--- config.mk ---
export PLATFORM = sky130hd
export DESIGN_NAME = binaural_ear_renderer
export DESIGN_NICKNAME = d
export VERILOG_FILES = /design/src/rtl/ber_pkg.sv /design/src/rtl/ber_ring.sv /design/src/rtl/ber_digit_mult.sv /design/src/rtl/binaural_ear_renderer.sv
export SDC_FILE = /design/constraint.sdc
export NUM_CORES = 2
export LEC_CHECK = 0
export BUFFER_PORTS_ARGS = -buffer_cell sky130_fd_sc_hd__buf_2
export CAP_MARGIN = 15
export CELL_PAD_IN_SITES_DETAIL_PLACEMENT = 1
export CELL_PAD_IN_SITES_GLOBAL_PLACEMENT = 1
export CORE_MARGIN = 4
export CORE_UTILIZATION = 30
export DETAILED_ROUTE_END_ITERATION = 8
export GPL_TIMING_DRIVEN = 0
export PLACE_DENSITY = 0.62
export SETUP_SLACK_MARGIN = 0.05
export SLEW_MARGIN = 40
export SYNTH_ARGS = -nofsm -noshare
export SYNTH_HDL_FRONTEND = slang
export SYNTH_SLANG_ARGS = --single-unit
--- constraint.sdc ---
create_clock -name aclk -period 7 [get_ports aclk]
set_clock_uncertainty 0.2 [all_clocks]
set_input_delay 1.05 -clock aclk [delete_from_list [all_inputs] [get_ports aclk]]
set_output_delay 1.05 -clock aclk [all_outputs]
set_load 0.005 [all_outputs]
--- src/rtl/ber_pkg.sv ---
// Shared types and constants of the binaural ear renderer.
`default_nettype none
package ber_pkg;

    localparam int SAMPLE_W   = 16;
    localparam int COEF_W     = 18;
    localparam int DELAY_W    = 24;
    localparam int LOAD_W     = 22;
    localparam int CFG_IDX_W  = 3;
    localparam int CFG_DATA_W = 24;

    // digit-serial multiplier: 18-bit multiplicand, 20-bit multiplier, radix 16
    localparam int MCAND_W    = 18;
    localparam int MPLIER_W   = 20;
    localparam int DIGIT_W    = 4;
    localparam int NUM_DIGITS = MPLIER_W / DIGIT_W;
    localparam int CNT_W      = $clog2(NUM_DIGITS);
    localparam int PROD_W     = 40;

    // largest read delay, 62.0 samples in Q6.16
    localparam logic [LOAD_W-1:0] MAX_DELAY = LOAD_W'(62 * 65536);

    typedef enum logic [CFG_IDX_W-1:0] {
        CFG_LEFT_ZERO,
        CFG_LEFT_PAST,
        CFG_RIGHT_ZERO,
        CFG_RIGHT_PAST,
        CFG_POLE,
        CFG_LEFT_STEP,
        CFG_RIGHT_STEP
    } cfg_index_t;

    typedef enum logic {
        OP_PROCESS,
        OP_LOAD
    } op_t;

    typedef enum logic [2:0] {
        S_IDLE,
        S_ADDR,
        S_MSTART,
        S_MWAIT,
        S_FILT,
        S_DONE
    } state_t;

    typedef enum logic [1:0] {
        PH_INTERP,
        PH_B0,
        PH_B1,
        PH_A1
    } phase_t;

    typedef struct packed {
        logic                        start;
        logic signed [MCAND_W-1:0]   mcand;
        logic signed [MPLIER_W-1:0]  mplier;
    } mult_req_t;

endpackage
`default_nettype wire

--- src/rtl/ber_ring.sv ---
// Sample delay ring: one write port, two registered read ports, valid bit per entry.
`default_nettype none
module ber_ring #(
    parameter int DEPTH = 64
) (
    input  logic                         aclk,
    input  logic                         aresetn,
    input  logic                         we,
    input  logic [$clog2(DEPTH)-1:0]     waddr,
    input  logic signed [15:0]           wdata,
    input  logic                         re,
    input  logic [$clog2(DEPTH)-1:0]     raddr_a,
    input  logic [$clog2(DEPTH)-1:0]     raddr_b,
    output logic signed [15:0]           rdata_a,
    output logic signed [15:0]           rdata_b
);
    import ber_pkg::*;

    logic signed [SAMPLE_W-1:0] mem [DEPTH];
    logic [DEPTH-1:0]           valid_reg;
    logic signed [SAMPLE_W-1:0] rdata_a_reg;
    logic signed [SAMPLE_W-1:0] rdata_b_reg;

    always_ff @(posedge aclk) begin
        if (!aresetn) begin
            valid_reg <= '0;
        end else if (we) begin
            valid_reg[waddr] <= 1'b1;
        end
    end

    always_ff @(posedge aclk) begin
        if (we) begin
            mem[waddr] <= wdata;
        end
    end

    // entries never written read as zero
    always_ff @(posedge aclk) begin
        if (re) begin
            rdata_a_reg <= valid_reg[raddr_a] ? mem[raddr_a] : '0;
            rdata_b_reg <= valid_reg[raddr_b] ? mem[raddr_b] : '0;
        end
    end

    assign rdata_a = rdata_a_reg;
    assign rdata_b = rdata_b_reg;

endmodule
`default_nettype wire

--- src/rtl/ber_digit_mult.sv ---
// Signed digit-serial multiplier, four multiplier bits per cycle, most significant first.
`default_nettype none
module ber_digit_mult (
    input  logic                                 aclk,
    input  logic                                 aresetn,
    input  ber_pkg::mult_req_t                   req,
    output logic                                 done,
    output logic signed [ber_pkg::PROD_W-1:0]    product
);
    import ber_pkg::*;

    logic signed [MCAND_W-1:0]   mcand_reg;
    logic [MPLIER_W-1:0]         mplier_reg;
    logic signed [PROD_W-1:0]    acc_reg;
    logic signed [PROD_W-1:0]    acc_next;
    logic [CNT_W-1:0]            cnt_reg;
    logic                        busy_reg;
    logic                        done_reg;
    logic                        last_digit;
    logic [DIGIT_W-1:0]          digit;
    logic signed [DIGIT_W:0]     digit_s;
    logic signed [MCAND_W+DIGIT_W:0] partial;
    logic signed [PROD_W-1:0]    partial_ext;

    assign last_digit = (cnt_reg == CNT_W'(NUM_DIGITS - 1));
    assign digit      = mplier_reg[MPLIER_W-1 -: DIGIT_W];

    always_comb begin
        // top digit carries the sign, the rest are plain magnitudes
        if (cnt_reg == '0) begin
            digit_s = $signed({digit[DIGIT_W-1], digit});
        end else begin
            digit_s = $signed({1'b0, digit});
        end
        partial     = mcand_reg * digit_s;
        partial_ext = PROD_W'(partial);
        acc_next    = (acc_reg <<< DIGIT_W) + partial_ext;
    end

    always_ff @(posedge aclk) begin
        if (!aresetn) begin
            busy_reg <= 1'b0;
            done_reg <= 1'b0;
            cnt_reg  <= '0;
        end else begin
            done_reg <= busy_reg && last_digit;
            if (req.start) begin
                busy_reg <= 1'b1;
                cnt_reg  <= '0;
            end else if (busy_reg) begin
                cnt_reg <= cnt_reg + 1'b1;
                if (last_digit) begin
                    busy_reg <= 1'b0;
                end
            end
        end
    end

    always_ff @(posedge aclk) begin
        if (req.start) begin
            mcand_reg  <= req.mcand;
            mplier_reg <= req.mplier;
            acc_reg    <= '0;
        end else if (busy_reg) begin
            mplier_reg <= mplier_reg << DIGIT_W;
            acc_reg    <= acc_next;
        end
    end

    assign done    = done_reg;
    assign product = acc_reg;

endmodule
`default_nettype wire

--- src/rtl/binaural_ear_renderer.sv ---
// Process item: the next item is taken only once the result has gone to the output register;
// the work is eight digit-serial multiplies (start, five digits, hand-off), a ring read
// and a filter update per ear, and the output step, which waits while the output register is full.
// Load item: the next item is taken in the following cycle. A finished result
// waits in the output register while the next item is accepted.
// Synchronous active-low reset: ring, pointer, delays, filter history clear, b0 = 1.0, rest 0.
`default_nettype none
module binaural_ear_renderer #(
    parameter int RING_DEPTH = 64
) (
    input  logic        aclk,
    input  logic        aresetn,
    // tuser: operation
    input  logic        s_tvalid,
    output logic        s_tready,
    input  logic [0:0]  s_tuser,
    // tdata: mono_sample[15:0], left_delay_load[37:16], right_delay_load[59:38], zero pad
    input  logic [63:0] s_tdata,
    output logic        m_tvalid,
    input  logic        m_tready,
    // tdata: left_sample[15:0], right_sample[31:16]
    output logic [31:0] m_tdata,
    input  logic        cfg_valid,
    output logic        cfg_ready,
    input  logic [ber_pkg::CFG_IDX_W-1:0]  cfg_index,
    input  logic [ber_pkg::CFG_DATA_W-1:0] cfg_data
);
    import ber_pkg::*;

    localparam int AW = $clog2(RING_DEPTH);

    state_t state_reg, state_next;
    phase_t phase_reg, phase_next;
    logic   ear_reg, ear_next;
    logic [AW-1:0] ptr_reg, ptr_next;
    logic signed [DELAY_W-1:0]  left_delay_reg, left_delay_next;
    logic signed [DELAY_W-1:0]  right_delay_reg, right_delay_next;
    logic signed [SAMPLE_W-1:0] left_in_reg, left_in_next;
    logic signed [SAMPLE_W-1:0] left_out_reg, left_out_next;
    logic signed [SAMPLE_W-1:0] right_in_reg, right_in_next;
    logic signed [SAMPLE_W-1:0] right_out_reg, right_out_next;
    logic signed [SAMPLE_W-1:0] filt_in_reg, filt_in_next;
    logic signed [PROD_W-1:0]   sum_reg, sum_next;
    logic        m_valid_reg, m_valid_next;
    logic [31:0] m_data_reg, m_data_next;

    logic signed [COEF_W-1:0]  left_zero_reg, left_past_reg;
    logic signed [COEF_W-1:0]  right_zero_reg, right_past_reg;
    logic signed [COEF_W-1:0]  pole_reg;
    logic signed [DELAY_W-1:0] left_step_reg, right_step_reg;

    logic in_accept;
    logic out_free;
    op_t  op;
    logic signed [SAMPLE_W-1:0] mono;
    logic [LOAD_W-1:0]          left_load, right_load;
    logic signed [DELAY_W:0]    left_sum25, right_sum25;
    logic signed [DELAY_W-1:0]  left_sat, right_sat;

    logic signed [DELAY_W-1:0]  cur_delay;
    logic [LOAD_W-1:0]          rd;
    logic [5:0]                 whole;
    logic [15:0]                part;
    logic [AW:0]                ia_wide, ib_wide;
    logic [AW-1:0]              ia, ib;
    logic signed [SAMPLE_W-1:0] ring_a, ring_b;
    logic                       ring_we, ring_re;
    logic signed [SAMPLE_W:0]   diff;

    logic signed [COEF_W-1:0]   cur_b0, cur_b1;
    logic signed [SAMPLE_W-1:0] cur_last_in, cur_last_out;
    mult_req_t                  mreq;
    logic                       mdone;
    logic signed [PROD_W-1:0]   mprod;

    logic signed [PROD_W-1:0]   interp_rnd;
    logic signed [17:0]         interp_wide;
    logic signed [SAMPLE_W-1:0] interp_in;
    logic signed [PROD_W-1:0]   filt_q;
    logic signed [SAMPLE_W-1:0] filt_out;

    function automatic logic signed [DELAY_W-1:0] sat_delay(logic signed [DELAY_W:0] v);
        logic signed [DELAY_W-1:0] r;
        if (v[DELAY_W] != v[DELAY_W-1]) begin
            r = v[DELAY_W] ? {1'b1, {(DELAY_W-1){1'b0}}} : {1'b0, {(DELAY_W-1){1'b1}}};
        end else begin
            r = v[DELAY_W-1:0];
        end
        return r;
    endfunction

    assign in_accept = s_tvalid && s_tready;
    assign s_tready  = (state_reg == S_IDLE);
    assign cfg_ready = 1'b1;
    assign out_free  = !m_valid_reg || m_tready;
    assign m_tvalid  = m_valid_reg;
    assign m_tdata   = m_data_reg;

    assign op         = op_t'(s_tuser[0]);
    assign mono       = $signed(s_tdata[15:0]);
    assign left_load  = s_tdata[37:16];
    assign right_load = s_tdata[59:38];

    assign left_sum25  = (DELAY_W+1)'(left_delay_reg) + (DELAY_W+1)'(left_step_reg);
    assign right_sum25 = (DELAY_W+1)'(right_delay_reg) + (DELAY_W+1)'(right_step_reg);
    assign left_sat    = sat_delay(left_sum25);
    assign right_sat   = sat_delay(right_sum25);

    // read taps of the current ear
    always_comb begin
        cur_delay = ear_reg ? right_delay_reg : left_delay_reg;
        if (cur_delay[DELAY_W-1]) begin
            rd = '0;
        end else if (cur_delay[LOAD_W:0] > {1'b0, MAX_DELAY}) begin
            rd = MAX_DELAY;
        end else begin
            rd = cur_delay[LOAD_W-1:0];
        end
        whole   = rd[LOAD_W-1:16];
        part    = rd[15:0];
        ia_wide = (AW+1)'(ptr_reg) - (AW+1)'(whole);
        ib_wide = (AW+1)'(ptr_reg) - (AW+1)'(whole) - 1'b1;
        if (ia_wide[AW]) begin
            ia_wide = ia_wide + (AW+1)'(RING_DEPTH);
        end
        if (ib_wide[AW]) begin
            ib_wide = ib_wide + (AW+1)'(RING_DEPTH);
        end
        ia = ia_wide[AW-1:0];
        ib = ib_wide[AW-1:0];
    end

    assign ring_we = in_accept && (op == OP_PROCESS);
    assign ring_re = (state_reg == S_ADDR);

    ber_ring #(
        .DEPTH(RING_DEPTH)
    ) u_ring (
        .aclk    (aclk),
        .aresetn (aresetn),
        .we      (ring_we),
        .waddr   (ptr_reg),
        .wdata   (mono),
        .re      (ring_re),
        .raddr_a (ia),
        .raddr_b (ib),
        .rdata_a (ring_a),
        .rdata_b (ring_b)
    );

    assign diff         = (SAMPLE_W+1)'(ring_b) - (SAMPLE_W+1)'(ring_a);
    assign cur_b0       = ear_reg ? right_zero_reg : left_zero_reg;
    assign cur_b1       = ear_reg ? right_past_reg : left_past_reg;
    assign cur_last_in  = ear_reg ? right_in_reg : left_in_reg;
    assign cur_last_out = ear_reg ? right_out_reg : left_out_reg;

    always_comb begin
        mreq.start  = (state_reg == S_MSTART);
        unique case (phase_reg)
            PH_INTERP: begin
                mreq.mcand  = MCAND_W'(diff);
                mreq.mplier = $signed(MPLIER_W'(part));
            end
            PH_B0: begin
                mreq.mcand  = cur_b0;
                mreq.mplier = MPLIER_W'(filt_in_reg);
            end
            PH_B1: begin
                mreq.mcand  = cur_b1;
                mreq.mplier = MPLIER_W'(cur_last_in);
            end
            PH_A1: begin
                mreq.mcand  = pole_reg;
                mreq.mplier = MPLIER_W'(cur_last_out);
            end
            default: begin
                mreq.mcand  = '0;
                mreq.mplier = '0;
            end
        endcase
    end

    ber_digit_mult u_mult (
        .aclk    (aclk),
        .aresetn (aresetn),
        .req     (mreq),
        .done    (mdone),
        .product (mprod)
    );

    // interpolated sample and filter output rounding
    always_comb begin
        interp_rnd  = (mprod + PROD_W'(32768)) >>> 16;
        interp_wide = 18'(ring_a) + $signed(interp_rnd[17:0]);
        if (interp_wide > 18'sd32767) begin
            interp_in = 16'sh7fff;
        end else if (interp_wide < -18'sd32768) begin
            interp_in = 16'sh8000;
        end else begin
            interp_in = interp_wide[SAMPLE_W-1:0];
        end
        filt_q = (sum_reg + PROD_W'(8192)) >>> 14;
        if (filt_q > PROD_W'(32767)) begin
            filt_out = 16'sh7fff;
        end else if (filt_q < -PROD_W'(32768)) begin
            filt_out = 16'sh8000;
        end else begin
            filt_out = filt_q[SAMPLE_W-1:0];
        end
    end

    always_comb begin
        state_next       = state_reg;
        phase_next       = phase_reg;
        ear_next         = ear_reg;
        ptr_next         = ptr_reg;
        left_delay_next  = left_delay_reg;
        right_delay_next = right_delay_reg;
        left_in_next     = left_in_reg;
        left_out_next    = left_out_reg;
        right_in_next    = right_in_reg;
        right_out_next   = right_out_reg;
        filt_in_next     = filt_in_reg;
        sum_next         = sum_reg;
        m_data_next      = m_data_reg;
        m_valid_next     = m_valid_reg;
        if (m_valid_reg && m_tready) begin
            m_valid_next = 1'b0;
        end
        unique case (state_reg)
            S_IDLE: begin
                if (in_accept) begin
                    if (op == OP_LOAD) begin
                        left_delay_next  = $signed(DELAY_W'(left_load));
                        right_delay_next = $signed(DELAY_W'(right_load));
                    end else begin
                        left_delay_next  = left_sat;
                        right_delay_next = right_sat;
                        ear_next         = 1'b0;
                        phase_next       = PH_INTERP;
                        state_next       = S_ADDR;
                    end
                end
            end
            S_ADDR: begin
                state_next = S_MSTART;
            end
            S_MSTART: begin
                state_next = S_MWAIT;
            end
            S_MWAIT: begin
                if (mdone) begin
                    unique case (phase_reg)
                        PH_INTERP: begin
                            filt_in_next = interp_in;
                            phase_next   = PH_B0;
                            state_next   = S_MSTART;
                        end
                        PH_B0: begin
                            sum_next   = mprod;
                            phase_next = PH_B1;
                            state_next = S_MSTART;
                        end
                        PH_B1: begin
                            sum_next   = sum_reg + mprod;
                            phase_next = PH_A1;
                            state_next = S_MSTART;
                        end
                        PH_A1: begin
                            sum_next   = sum_reg - mprod;
                            phase_next = PH_INTERP;
                            state_next = S_FILT;
                        end
                        default: begin
                            state_next = S_IDLE;
                        end
                    endcase
                end
            end
            S_FILT: begin
                if (!ear_reg) begin
                    left_in_next  = filt_in_reg;
                    left_out_next = filt_out;
                    ear_next      = 1'b1;
                    state_next    = S_ADDR;
                end else begin
                    right_in_next  = filt_in_reg;
                    right_out_next = filt_out;
                    state_next     = S_DONE;
                end
            end
            S_DONE: begin
                // hold until the output register is free
                if (out_free) begin
                    m_data_next  = {right_out_reg, left_out_reg};
                    m_valid_next = 1'b1;
                    if (ptr_reg == AW'(RING_DEPTH - 1)) begin
                        ptr_next = '0;
                    end else begin
                        ptr_next = ptr_reg + 1'b1;
                    end
                    state_next = S_IDLE;
                end
            end
            default: begin
                state_next = S_IDLE;
            end
        endcase
    end

    always_ff @(posedge aclk) begin
        if (!aresetn) begin
            state_reg       <= S_IDLE;
            phase_reg       <= PH_INTERP;
            ear_reg         <= 1'b0;
            ptr_reg         <= '0;
            left_delay_reg  <= '0;
            right_delay_reg <= '0;
            left_in_reg     <= '0;
            left_out_reg    <= '0;
            right_in_reg    <= '0;
            right_out_reg   <= '0;
            m_valid_reg     <= 1'b0;
        end else begin
            state_reg       <= state_next;
            phase_reg       <= phase_next;
            ear_reg         <= ear_next;
            ptr_reg         <= ptr_next;
            left_delay_reg  <= left_delay_next;
            right_delay_reg <= right_delay_next;
            left_in_reg     <= left_in_next;
            left_out_reg    <= left_out_next;
            right_in_reg    <= right_in_next;
            right_out_reg   <= right_out_next;
            m_valid_reg     <= m_valid_next;
        end
    end

    always_ff @(posedge aclk) begin
        filt_in_reg <= filt_in_next;
        sum_reg     <= sum_next;
        m_data_reg  <= m_data_next;
    end

    always_ff @(posedge aclk) begin
        if (!aresetn) begin
            left_zero_reg  <= COEF_W'(16384);
            left_past_reg  <= '0;
            right_zero_reg <= COEF_W'(16384);
            right_past_reg <= '0;
            pole_reg       <= '0;
            left_step_reg  <= '0;
            right_step_reg <= '0;
        end else if (cfg_valid && cfg_ready) begin
            unique case (cfg_index)
                CFG_LEFT_ZERO:  left_zero_reg  <= cfg_data[COEF_W-1:0];
                CFG_LEFT_PAST:  left_past_reg  <= cfg_data[COEF_W-1:0];
                CFG_RIGHT_ZERO: right_zero_reg <= cfg_data[COEF_W-1:0];
                CFG_RIGHT_PAST: right_past_reg <= cfg_data[COEF_W-1:0];
                CFG_POLE:       pole_reg       <= cfg_data[COEF_W-1:0];
                CFG_LEFT_STEP:  left_step_reg  <= cfg_data[DELAY_W-1:0];
                CFG_RIGHT_STEP: right_step_reg <= cfg_data[DELAY_W-1:0];
                default: ;
            endcase
        end
    end

endmodule
`default_nettype wire
After elaboration in Yosys (flattened, before gate mapping)
Memory sizes are Yosys's and may differ from the RTL's. A register that Yosys moved wholly into a read port is not among the register bits.
Cells that the tools add are included.
{"block": "classes", "n_addsub": 15, "mul": 1, "order_cmp": 9, "n_eq_ne": 22, "n_mux": 53, "n_bitwise": 4, "n_reduce_logical": 35}
{"cell": "24-bit two-way mux", "n": 7}
{"cell": "38-bit case mux with 4 select lines", "n": 1}
{"cell": "40-bit case mux with 3 select lines", "n": 1}
{"cell": "16-bit two-way mux", "n": 5}
{"cell": "64-bit bitwise OR", "n": 1}
{"cell": "24-bit by 24-bit adder with 25-bit output", "n": 2}
{"cell": "22-bit two-way mux", "n": 2}
{"cell": "40-bit by 15-bit adder with 40-bit output, second input constant", "n": 1}
{"cell": "40-bit by 23-bit adder with 40-bit output", "n": 1}
{"cell": "40-bit adder", "n": 1}
{"cell": "20-bit two-way mux", "n": 2}
{"cell": "40-bit subtractor", "n": 1}
{"cell": "18-bit two-way mux", "n": 2}
{"cell": "34-bit by 17-bit adder with 34-bit output, second input constant", "n": 1}
{"cell": "26-bit by 16-bit greater-than comparator with 1-bit output, second input constant", "n": 1}
{"cell": "26-bit by 16-bit less-than comparator with 1-bit output, second input constant", "n": 1}
{"cell": "23-bit by 22-bit greater-than comparator with 1-bit output, second input constant", "n": 1}
{"cell": "18-bit by 5-bit multiplier with 23-bit output", "n": 1}
{"cell": "2-bit AND reduction", "n": 11}
{"cell": "6-bit by 7-bit less-than comparator with 1-bit output, second input constant", "n": 3}
{"cell": "16-bit by 18-bit adder with 18-bit output", "n": 1}
{"cell": "6-bit by 1-bit adder with 6-bit output, second input constant", "n": 3}
{"cell": "3-bit == test, second input constant", "n": 6}
{"cell": "18-bit by 16-bit greater-than comparator with 1-bit output, second input constant", "n": 1}
{"cell": "38 further kinds", "n": 82}
{"block": "word_totals", "ff_bits": 498, "ram_bits": 1024, "in_bits": 97, "output_inout_bits": 35, "mem_count": 1}
{"memory": "u_ring.mem", "depth": 64, "width": 16, "rd": 2, "rd_ports_with_merged_regs": 2, "write_ports": 1, "line": "ber_ring.sv:19", "source": "logic signed [SAMPLE_W-1:0] mem [DEPTH];"}

Logic depth before layout (Yosys ltp)
{"block": "logic_depth", "depth_word": 11, "ltp_mapped": 26}

Modules after synthesis
A second synthesis with hierarchy kept.
{"block": "unflattened", "hier_cells": 6213, "area_unflattened_um2": 83477.6}
{"mod": "ber_ring", "n_inst": 1, "cells_each": 2420, "area_per_inst_um2": 50688.6, "seq_area_each_um2": 32991.6}
{"mod": "binaural_ear_renderer", "n_inst": 1, "cells_each": 2869, "area_per_inst_um2": 23551.3, "seq_area_each_um2": 7907.6}
{"mod": "ber_digit_mult", "n_inst": 1, "cells_each": 924, "area_per_inst_um2": 9237.6, "seq_area_each_um2": 2042.0}

Worst setup path after synthesis
Ideal clock, no wire load.
{"block": "synth_timing", "path_kind": "reg2reg", "startpoint": "register u_mult.mplier_reg[19]", "endpoint": "register u_mult.acc_reg[28] (netlist: u_mult.product[28])", "setup_time_ns": 0.157, "t_arrival_ns": 5.706, "t_required_ns": 6.643, "path_slack_ns": 0.938, "stages_incl_launch_ff": 23, "path_buffers": 1, "period_less_slack_ns": 6.062, "cell_sequence": "edfxtp_1 clkbuf_1 nand3b_1 or2_2 fa_1 fa_1 inv_1 fa_1 inv_1 fa_1 inv_1 ha_1 fa_1 a211oi_1 o21ai_0 a221o_1 a21oi_1 o21ai_0 o41ai_1 o21ai_0 xor2_1 mux2i_1 nor2_1"}
{"block": "synth_via", "elab_chain_cells": 3}
{"item": "start, declared", "line": "ber_digit_mult.sv:13", "source": "logic [MPLIER_W-1:0] mplier_reg;"}
{"item": "start signal, assigned", "line": "ber_digit_mult.sv:62", "source": "mplier_reg <= req.mplier;"}
{"item": "start signal, assigned", "line": "ber_digit_mult.sv:65", "source": "mplier_reg <= mplier_reg << DIGIT_W;"}
{"item": "5-bit two-way mux", "line": "ber_digit_mult.sv:30", "source": "if (cnt_reg == '0) begin"}
{"item": "18-bit by 5-bit multiplier with 23-bit output", "line": "ber_digit_mult.sv:35", "source": "partial = mcand_reg * digit_s;"}
{"item": "40-bit by 23-bit adder with 40-bit output", "line": "ber_digit_mult.sv:37", "source": "acc_next = (acc_reg <<< DIGIT_W) + partial_ext;"}
{"item": "end signal, assigned", "line": "ber_digit_mult.sv:66", "source": "acc_reg <= acc_next;"}
{"item": "end, declared", "line": "ber_digit_mult.sv:14", "source": "logic signed [PROD_W-1:0] acc_reg;"}
No other way between the ends.
A chain may end at the register's enable or synchronous reset.

Worst setup path in the final report
{"block": "layout_timing", "startpoint": "register ear_reg", "endpoint": "register u_ring.rdata_b_reg[10] (netlist: u_ring.rdata_b[10]), read port of u_ring.mem, data pin"}
{"block": "layout_via", "elab_chain_cells": 11}
{"item": "start, declared", "line": "binaural_ear_renderer.sv:34", "source": "logic ear_reg, ear_next;"}
{"item": "start signal, assigned", "line": "binaural_ear_renderer.sv:327", "source": "ear_reg <= ear_next;"}
{"item": "24-bit two-way mux (*)", "line": "binaural_ear_renderer.sv:111", "source": "cur_delay = ear_reg ? right_delay_reg : left_delay_reg;"}
{"item": "23-bit by 22-bit greater-than comparator with 1-bit output", "line": "binaural_ear_renderer.sv:114", "source": "end else if (cur_delay[LOAD_W:0] > {1'b0, MAX_DELAY}) begin"}
{"item": "22-bit two-way mux", "line": "binaural_ear_renderer.sv:114"}
{"item": "22-bit two-way mux (*)", "line": "binaural_ear_renderer.sv:112", "source": "if (cur_delay[DELAY_W-1]) begin"}
{"item": "6-bit by 6-bit subtractor with 7-bit output (*)", "line": "binaural_ear_renderer.sv:122", "source": "ib_wide = (AW+1)'(ptr_reg) - (AW+1)'(whole) - 1'b1;"}
{"item": "7-bit by 1-bit subtractor with 7-bit output (*)", "line": "binaural_ear_renderer.sv:122"}
{"item": "6-bit by 1-bit adder with 6-bit output", "line": "binaural_ear_renderer.sv:127", "source": "ib_wide = ib_wide + (AW+1)'(RING_DEPTH);"}
{"item": "6-bit two-way mux (*)", "line": "binaural_ear_renderer.sv:126", "source": "if (ib_wide[AW]) begin"}
{"item": "1-bit binary-select mux with 6-bit select", "line": "ber_ring.sv:42", "source": "rdata_b_reg <= valid_reg[raddr_b] ? mem[raddr_b] : '0;"}
{"item": "1-bit two-way mux (not written as such)", "line": "ber_ring.sv:42"}
{"item": "1-bit logical NOT (no source line)"}
{"item": "end, declared", "line": "ber_ring.sv:22", "source": "logic signed [SAMPLE_W-1:0] rdata_b_reg;"}
Every way passes the cells marked *; elsewhere a longest branch is shown, timed or not. The select of a mux whose other input is x is not followed.

==> summary.txt <==
Outcome
  – Status: complete, but fails checks
  – Failing checks: setup timing

Logic synthesis
  – Synth Net Count: 6410
  – Ys async rst share: 0
  – Synth top cells by count: 1182 x edfxtp_1, 693 x mux4_2, 559 x nand2_1
  – EDFF count, synth: about 1200
  – Post-synth top flop: edfxtp_1
  – Warnings from Yosys: 0
  – Syn_area_per_cell: 13.81 µm²
  – Sequential share of the synthesized area: 0.5214
  – Yosys cell types: 78
  – Most frequent cell after synthesis: edfxtp_1
  – Area contributors post-synth: edfxtp_1 43%, mux4_2 19%, dfxtp_1 9.0%
  – Mapped Cells: 5964
  – Synth Register Bits: 1554
  – Top cell type's share of synthesized area: 0.4309
  – Mapped cell area: 82360 µm²
  – Largest area contributor in the netlist: edfxtp_1

CTS
  – Maximum root-to-sink buffer count: 3
  – Root Buffer: clkbuf_16
  – CTS tree: built
  – Hold-fix buffers, CTS: 0
  – Clk Latency, worst-skew pair: 0.84 ns
  – Clk sinks: 1554
  – H-tree depth: 4
  – Clock transition at the registers of the reported paths: 0.06 ns
  – Num CTS Buffers: 168

Global route
  – Grt ovf: 0
  – Vias in the first global route: 58640
  – Global-route wire length before repair: 438200 µm
  – M2 GR Usage: 0.3306
  – M1 GR Usage: 0.2860
  – Initial antenna violation count: 21
  – Largest net degree at the start of global routing: 65
  – GRT Total Usage: 0.2124
  – GRT Max-Usage Layer: met2
  – Met3 Use GR: 0.05396

STA
  – Clock period minus worst slack: 7.025 ns
  – Slew HR: 0.3945
  – Final hold vios: 0
  – Worst Setup Slack, final: -0.02543 ns
  – Worst slew pin tran: 0.9082 ns
  – Setup-failing EPs final: 1
  – Max Slew Vio Count: 0
  – Fin crit share: 1.004
  – Fmax: 142.3 MHz
  – RSZ-0062 raised after global routing: true

Job
  – Max-cap viol count: 0

Floorplan
  – IO Pins: 132
  – Initial core utilization: 0.3013
  – Die width: 532.0 µm
  – Full die area: roughly 280000 µm²
  – Area of the core: 273400 µm²
  – Die Height: 532.0 µm
  – # rows: approximately 190

Critical path
  – CP max stage delay: 0.58 ns
  – Cells along the critical path: buf_4 > or4b_1 > o22ai_1 > nand4_1 > a211oi_2 > o311ai_0 > o31a_1 > nor2b_4 > buf_4 > nor2b_4 > ha_1 > inv_1 > fa_2 > inv_1 > ha_2 > xnor2_4 > buf_6 > buf_4 > buf_12 > mux4_2 > mux4_2 > nor2b_1 > a211oi_4 > a211oi_2
  – Worst Setup Start Kind: register
  – CP most frequent cell: buf_4
  – Kind of critical path: register to register
  – Crit path DAT: ~7.4 ns
  – CP max stage cell: fa_2
  – Critical Path End Type: register
  – Critical Path RT: 7.34 ns
  – Maximum fanout along the worst path: 10

Final layout
  – Area Overhead vs Synth: 16.84%
  – Max reg flops: between 1000 and 1500
  – Share of cells above drive strength 1: 0.2482
  – Layout net count: 6805
  – Final Cell Area: ~96000 µm²

Route
  – Via count: around 57000
  – WL final: 308100 µm
  – Vias per cell: 5.672
  – Drt drc: 0
  – WL/cell: approximately 30 µm
  – TritonRoute pass-1 iters: 8
  – Iteration-0 DRC Markers: 7120
  – Final ANT Viol Nets: 0

Placed design
  – Post-detail-place hpwl: 230200 µm
  – PortBufs: 123
  – GPL Wtd Cong: approximately 0.96
  – Placed Instance Area: roughly 90000 µm²

Hold path
  – Hold crit path type: register to register
area by class of cell:
class	count	area (µm²)
multi-input cells	3815	37930
clock buffers	206	4442
clock inverters	105	1205
inverters	232	875.8
fillers	28720	177100
plain buffers	362	2026
flip-flops and latches	1554	42940
repair buffers	226	2318
diodes	4	10.01
well taps	3589	4491
metal layers:
| metal | up-vias | routed length [µm] |
|---|---|---|
| met3 | 501 | 31010 |
| met5 | - | 11 |
| met2 | 2980 | 139400 |
| met1 | 30020 | 125000 |
| met4 | 2 | 12790 |
| li1 | 23750 | - |
kinds of logic after synthesis:
group | after synthesis | synth area share
adder cells (fa/ha/maj) | 350 | 0.06499
multiplexers | 857 | 0.2107
XOR/XNOR | 216 | 0.02365
buffers and inverters | 595 | 0.02987
other | 1 | 0.00004553
flip-flops | 1554 | 0.5214
AO/OA/AOI/OAI | 973 | 0.07199
AND/OR/NAND/NOR | 1418 | 0.07740
cell usage in the layout, fill, tap and decap left out, types with 51 or more instances in the layout:
cell type,instances
buf_4,63
edfxtp_1,1182
nor3_1,58
dfxtp_1,372
nand2_1,556
a21o_1,63
buf_2,162
inv_1,230
buf_8,51
mux2_2,83
nor2b_1,54
and2_1,80
ha_1,218
clkbuf_2,71
o21ai_0,221
mux4_2,693
mux2i_1,73
clkbuf_16,172
clkbuf_1,191
nor2_4,64
xnor2_1,143
nand3_1,76
a21oi_1,381
xor2_1,65
fa_1,129
nor2_1,325
worst paths after layout:
check / startpoint / endpoint / slack [ns] / depth (start not counted)
setup / recovery: ear_reg$_SDFFE_PN0P_ / u_ring.rdata_b[10]$_SDFFCE_PN0P_ / -0.03 / 24
hold / removal: left_out_reg[9]$_SDFFE_PN0P_ / m_tdata[9]$_DFFE_PP_ / 0.25 / 0
setup reg to reg: ear_reg$_SDFFE_PN0P_ / u_ring.rdata_b[10]$_SDFFCE_PN0P_ / -0.03 / 24
hold reg to reg: left_out_reg[9]$_SDFFE_PN0P_ / m_tdata[9]$_DFFE_PP_ / 0.25 / 0
critical path: cells and delay by family (launching register included):
kind            cells  cell delay (ns)
fa+ha+maj           3             0.98
compound gates      6             1.60
simple gates        5             1.21
mux                 2             1.08
xor+xnor            1             0.27
buf+inv             7             1.05
flops               1             0.32
what timing repair did:
| action | 4_1_cts | 5_1_grt |
|---|---|---|
| cloned | 0 | 1 |
| pin swaps | 9 | 12 |
| setup endpoints to repair | 48 | 39 |
| setup buffers | 7 | 17 |
| resized for setup | 124 | 56 |
metrics by stage:
stage	TNS, ns	hold slack (ns)	setup WS (ns)	std cells	utilization
after CTS	0	0.2550	0.05147	10070	0.3504
final	-0.02543	0.2462	-0.02543	10090	0.3520
after floorplan	0	0.2194	0.9378	5964	-
after global routing	-0.09404	0.2688	-0.06782	10090	0.3520
after detailed placement	-49.69	0.2469	-1.609	9752	0.3279
after global placement	-76.74	0.2382	-2.468	9676	0.3200
Power is not shown: default switching activity piles up to over one toggle a cycle in this logic, so the estimate is an artifact.
